$ cat src/hdl/ppt_pkg.sv
// Shared types and constants for the projective point transform.
// No dependencies; every other file of the block imports this package.
package ppt_pkg;

    localparam int COEF_W    = 32;
    localparam int NUM_COEF  = 9;
    localparam int IDX_W     = 4;
    localparam int STATUS_W  = 2;
    localparam int DIGIT_W   = 4;
    localparam int MUL_STEPS = COEF_W / DIGIT_W;
    localparam int PROD_W    = 2 * COEF_W;
    localparam int QUO_W     = 32;
    localparam int NUM_ROWS  = 3;

    localparam logic KIND_LOAD  = 1'b0;
    localparam logic KIND_POINT = 1'b1;

    localparam logic [STATUS_W-1:0] ST_OK       = 2'd0;
    localparam logic [STATUS_W-1:0] ST_ZERO_DIV = 2'd1;
    localparam logic [STATUS_W-1:0] ST_SAT      = 2'd2;

    typedef enum logic [2:0] {
        S_IDLE,
        S_MUL,
        S_SUM,
        S_ABS,
        S_CHK,
        S_DIV,
        S_FIN
    } t_state;

    typedef struct packed {
        logic init;
        logic step;
    } t_div_ctl;

endpackage

$ cat src/hdl/ppt_div.sv
// Bit-serial restoring divider lane: one quotient bit per cycle while step is set, fixed-point scaled.
// Depends on ppt_pkg for the quotient width and the control struct.
module ppt_div #(
    parameter int MAG_W     = 49,
    parameter int FRAC_BITS = 16
) (
    input  logic                      i_clk,
    input  ppt_pkg::t_div_ctl         i_ctl,
    input  logic [MAG_W-1:0]          i_num,
    input  logic [MAG_W-1:0]          i_den,
    output logic                      o_ovf,
    output logic [ppt_pkg::QUO_W-1:0] o_quo
);
    import ppt_pkg::*;

    localparam int INT_BITS = QUO_W - FRAC_BITS;

    logic [MAG_W-1:0] r_rem;
    logic [MAG_W-1:0] n_rem;
    logic [QUO_W-1:0] r_low;
    logic [QUO_W-1:0] r_quo;
    logic             r_ovf;
    logic [MAG_W:0]   w_trial;
    logic [MAG_W:0]   w_diff;
    logic             w_bit;
    logic [MAG_W-1:0] w_top;

    // The dividend is num scaled by 2^FRAC_BITS. Its bits above the low QUO_W form the
    // starting remainder; when that part reaches the divisor the quotient cannot fit.
    assign w_top = i_num >> INT_BITS;

    always_comb begin
        w_trial = {r_rem, r_low[QUO_W-1]};
        w_diff  = w_trial - {1'b0, i_den};
        w_bit   = ~w_diff[MAG_W];
        n_rem   = w_bit ? w_diff[MAG_W-1:0] : w_trial[MAG_W-1:0];
    end

    always_ff @(posedge i_clk) begin
        if (i_ctl.init) begin
            r_rem <= w_top;
            r_low <= {i_num[INT_BITS-1:0], {FRAC_BITS{1'b0}}};
            r_quo <= '0;
            r_ovf <= (w_top >= i_den);
        end else if (i_ctl.step) begin
            r_rem <= n_rem;
            r_low <= r_low << 1;
            r_quo <= {r_quo[QUO_W-2:0], w_bit};
        end
    end

    assign o_ovf = r_ovf;
    assign o_quo = r_quo;

endmodule

$ cat config.mk
export PLATFORM = sky130hd
export DESIGN_NAME = ppt_div
export DESIGN_NICKNAME = d
export VERILOG_FILES = /design/src/hdl/ppt_pkg.sv /design/src/hdl/ppt_div.sv
export SDC_FILE = /design/constraint.sdc
export NUM_CORES = 1
export LEC_CHECK = 0
export CORE_MARGIN = 3
export CORE_UTILIZATION = 40
export CTS_CLUSTER_DIAMETER = 120
export DETAILED_ROUTE_END_ITERATION = 10
export DONT_BUFFER_PORTS = 1
export GPL_ROUTABILITY_DRIVEN = 0
export GPL_TIMING_DRIVEN = 0
export HOLD_SLACK_MARGIN = 0.05
export PLACE_DENSITY = 0.52
export SKIP_LAST_GASP = 1
export SLEW_MARGIN = 25
export SYNTH_ARGS = -nofsm -noshare
export SYNTH_HDL_FRONTEND = slang
export SYNTH_SLANG_ARGS = --single-unit
$ cat constraint.sdc
create_clock -name i_clk -period 3.3 [get_ports i_clk]
set_input_delay 0.33 -clock i_clk [delete_from_list [all_inputs] [get_ports i_clk]]
set_output_delay 0.33 -clock i_clk [all_outputs]
set_load 0.05 [all_outputs]
# Word level (Yosys, flattened, before mapping)
# Cells that the tools add are included.
dict set report totals {
  wordCells 14
  output_inout_bits 33
  regBits 98
  mem_bits_ro 0
  mem_bits_rw 0
  n_memories 0
  latch_bits 0
}
dict set report op_classes {
  reduce_logical 1
  bitwise 1
  div 0
  n_shift 0
  n_lt_le_gt_ge 1
  eq_ne 0
  multipliers 0
  mux 5
  addsub 1
}
# op n
set ops {}
lappend ops {{$mux W33} 2}
lappend ops {{$mux W32} 2}
lappend ops {{$sub A50 B49 Y50} 1}
lappend ops {{$ge A33 B49 Y1} 1}
lappend ops {{$mux W49} 1}
lappend ops {{$reduce_bool A2 Y1} 1}
lappend ops {{$not A1 Y1} 1}

# Logic depth before layout (Yosys ltp)
dict set report logic_depth {
  ltp_word 4
  depth_mapped 16
  ltp_nobuf 14
}

# Worst setup path before layout
# OpenSTA, ideal clock, no wires.
dict set report synth_timing {
  kind {input to register}
  start {in i_den[35]}
  end {reg r_rem[10], data pin}
  required_ns 3.040
  path_buffers 1
  slack_ns 0.021
  cell_stages 13
  arrival_time_ns 3.019
  path_cell_list {inv_1 -> ha_1 -> buf_2 -> and4_1 -> nand3_1 -> nor3_2 -> nand3_1 -> or3_1 -> o311a_1 -> a41oi_2 -> xor2_4 -> mux2_2 -> mux2_2}
}
dict set report synth_via {
  elab_chain_len 4
}
# item line_no
set synth_rtl {}
lappend synth_rtl {{from (decl)} ppt_div.sv:10} ;# input logic [MAG_W-1:0] i_den,
lappend synth_rtl {{$sub A50 B49 Y50} ppt_div.sv:34} ;# w_diff = w_trial - {1'b0, i_den};
lappend synth_rtl {{$mux W49} ppt_div.sv:36} ;# n_rem = w_bit ? w_diff[MAG_W-1:0] : w_trial[MAG_W-1:0];
lappend synth_rtl {{$mux W33} ppt_div.sv:45} ;# end else if (i_ctl.step) begin
lappend synth_rtl {{$mux W33} ppt_div.sv:40} ;# if (i_ctl.init) begin
lappend synth_rtl {{to (signal assigned)} ppt_div.sv:41} ;# r_rem <= w_top;
lappend synth_rtl {{to (signal assigned)} ppt_div.sv:46} ;# r_rem <= n_rem;
lappend synth_rtl {{to (decl)} ppt_div.sv:18} ;# logic [MAG_W-1:0] r_rem;
# No other way between the ends. The select of a mux whose other input is x is not followed.
# A chain may end at the register's enable or synchronous reset.

# Final worst setup path
dict set report layout_timing {
  start {reg r_rem[34]}
  end {reg r_rem[27], data pin}
}
dict set report layout_via {
  elab_chain_len 4
}
# item line_no
set layout_rtl {}
lappend layout_rtl {{$sub A50 B49 Y50} ppt_div.sv:34}
lappend layout_rtl {{$mux W49} ppt_div.sv:36}
lappend layout_rtl {{$mux W33} ppt_div.sv:45}
lappend layout_rtl {{$mux W33} ppt_div.sv:40}
# No other way between the ends. The select of a mux whose other input is x is not followed.

==> metrics.yaml <==
synth.avg_cell_area_um2: 9.02
seq_area_mm2: 0.00246
violations: "setup timing"
yosysTopAreaCellShare_pct: 19.0
hold_ws_ns: 0.0749
via_per_inst: 5.57
max-cap-violations: 0
finish.utilization_pct: 48.2
drc: 0
fin_crit_ns: 3.48
nNetsFinal: 1085
period_share_pct: 105
routed_wl_mm: 22.4
hold_viol: 0
synthToLayoutAreaGrowth_pct: 16.2
grt_pass1_vias: 6485
grt_pass1_wl_mm: 35.2
crit_fanout: 7
final_area_mm2: 0.00919
port_buffers: 0
yosysTopAreaCell: "edfxtp_1"
rsz0062_at_grt: "true"
cts_max_path_buffers: 2
cpMostUsedCell: "buf_6"
worst_slack_ns: -0.181
ios: 134
antenna_left: 0
syn_nets: 1061
synth.area.top_cells: "edfxtp_1 19%, ha_1 13%, dfxtp_1 12%"
run_status: "complete, but fails checks"
syn-cell-area_mm2: 0.00791
dp_hpwl_mm: 16.8
leakage_uw: 0.00394
async_reset_ff_share_pct: 0
placed_area_mm2: 0.00824
path_buf_inv: 3
fillerInstances: 1864
cts_tree: "yes"
fp-row-count: 50
met2_usage_pct: 31.0
diodes: 0
worstSetupPathType: "reg -> reg"
pwr-share-seq_pct: 33.3
power_uw: 4500
r2r_slack_ns: -0.18
setup_viol: 33
worstPathCellList: "ha_1 > buf_6 > and4_4 > nand3_4 > nor3_4 > nand3_2 > buf_6 > o311a_4 > a41oi_4 > xor2_4 > buf_12 > mux2_4 > mux2_2"
slew_violations: 0
pwr_density_cell_mw_per_mm2: 490
cts_buffers: 9
syn_inst: 877
cts_htree_levels: 3
worst_slew_pin_slew_ns: 0.889
multi_input_area_mm2: 0.00541
crit_slowest_cell: "o311a_4"
clkPwrFrac_pct: 24.8
peakVddDrop_mv: 0.281
grt.total_usage_pct: 20.4
final_cell_mix: "69 x nor2_1, 69 x mux2i_1, 62 x inv_1"
setup.worst_path.start_class: "flip-flop"
path_clk_slew_ns: 0.08
power_report.internal_total_uw: 2850
drive_gt1_share_pct: 16.0
use_met3_pct: 5.49
antenna_found_initial: 0
netlist-cell-type-count: 60
dieWidth_um: 147
min_path_type: "in -> reg"
worstPathArrival_ns: 3.60
maxSlewHeadroom_pct: 40.7
ys_ff_latch: 98
cp-end-kind: "flip-flop"
cpPeakStageDelay_ns: 0.37
ys_warn_count: 0
combPwrFrac_pct: 41.9
overflow: 0
die-area_mm2: 0.0215
core_mm2: 0.0191
swShare_pct: 36.7
synthFlopType: "edfxtp_1"
cp_data_required_time_ns: 3.41
path_delay_family: "simple AND/OR/NAND/NOR gates"
via_count: 6497
gr-usage-met1_pct: 28.6
wl_per_cell_um: 19.2
skew_ns: 0.0123
clk-insertion-delay-late_ns: 0.37
switchingPower_uw: 1650
max_freq_ghz: 0.287
die_h_um: 147
cts.sinks: 98
busiest_layer: "met2"
dp_slack_ns: -0.859
synth_edf_count: 50
drt_iter0_drc: 336
yosysSeqAreaShare_pct: 31.1
grt_max_degree: 50
dr.pass1.iters: 5
cts-root-buf: "clkbuf_16"
initial_utilization_pct: 41.5
## power groups by stage
stage	Sequential [uW]	Clock, uW	Combinational (uW)
2_1_floorplan	1490	0	1250
3_3_place_gp	1510	0	1570
3_5_place_dp	1520	0	1570
4_1_cts	1490	1160	1720
5_1_grt	1520	1200	2070
6_report	1500	1120	1890
## worst register-to-register path, stage by stage (launching register included)
cell	delay, ns
dfxtp_2	0.34
ha_1	0.28
buf_6	0.12
and4_4	0.25
nand3_4	0.10
nor3_4	0.22
nand3_2	0.12
buf_6	0.13
o311a_4	0.37
a41oi_4	0.27
xor2_4	0.30
buf_12	0.18
mux2_4	0.31
mux2_2	0.26
## layout make-up
type                            instances  area share, %
Clock inverter                          7          0.885
Buffer                                 31           2.23
Tap cell                              260           3.54
Sequential cell                        98           26.8
Clock buffer                            9           2.45
Timing Repair Buffer                   25           2.72
Multi-Input combinational cell        674           58.8
Inverter                               62           2.53
## routing by layer
| metal | wire length [um] | vias to the layer above |
|---|---|---|
| li1 | - | 3240 |
| met1 | 10600 | 3064 |
| met2 | 9750 | 167 |
| met3 | 1570 | 26 |
| met4 | 410 | 0 |
| met5 | 0 | - |
## cell usage after synthesis (2+ instances only)
master and count:
o31ai_2 2, a31oi_1 7, dfxtp_1 48, xnor2_1 26, buf_6 3, o21ai_0 46, nor3_1 7, o31ai_1 4
mux2i_1 70, a211o_1 2, nand2b_1 10, o21a_1 7, and4_1 2, nor2_1 70, inv_1 62, ha_1 82
o21ai_1 12, nand4_1 18, edfxtp_1 50, xor2_1 19, buf_1 4, clkbuf_1 28, a221oi_1 2, and2_1 4
or2_2 5, a21oi_1 60, buf_2 6, a21o_1 39, mux2_2 30, o21bai_1 8, nand3_1 13, or3_1 3
o31a_1 5, a211oi_1 19, nand2_1 57, o211ai_1 5, nor2b_1 14, nor4_1 6
## state kept, by name, summed over array words and instances (netlist names)
register,cells
r_rem,49
o_quo,32
r_low,16
o_ovf,1
## path summary, 6_finish.rpt
path                                  to  depth (start not counted)              startpoint
hold reg to reg   r_rem[36]$_SDFFE_PP0P_                          2  r_rem[36]$_SDFFE_PP0P_
setup / recovery     r_rem[27]$_DFFE_PP_                         13  r_rem[34]$_SDFFE_PP0P_
setup reg to reg     r_rem[27]$_DFFE_PP_                         13  r_rem[34]$_SDFFE_PP0P_
hold / removal           o_ovf$_DFFE_PP_                          0                i_ctl[1]
## through the flow
stage / std cells / TNS (ns)
global route: 1166 / -8.22
floorplan: 877 / 0
detailed placement: 1137 / -33.99
CTS: 1153 / -3.63
global placement: 1137 / -35.38
finish: 1166 / -2.96
## repair_timing
| action | 4_1_cts | 5_1_grt |
|---|---|---|
| hold buffers | 0 | 0 |
| gates cloned | 0 | 2 |
| buffers inserted | 11 | 12 |
| gates resized for setup | 42 | 63 |
| pin swaps | 16 | 22 |
| setup endpoints to repair | 50 | 50 |
## cells by family after synthesis
kind of cell / after synthesis / share of synthesized area (%)
AO/OA/AOI/OAI: 231 / 18.8
XOR/XNOR: 46 / 5.33
adder cells (fa/ha/maj): 83 / 13.2
buffers and inverters: 105 / 5.61
flip-flops: 98 / 31.1
multiplexers: 100 / 13.1
AND/OR/NAND/NOR: 214 / 12.8
Power figures use the tool's default switching activity.
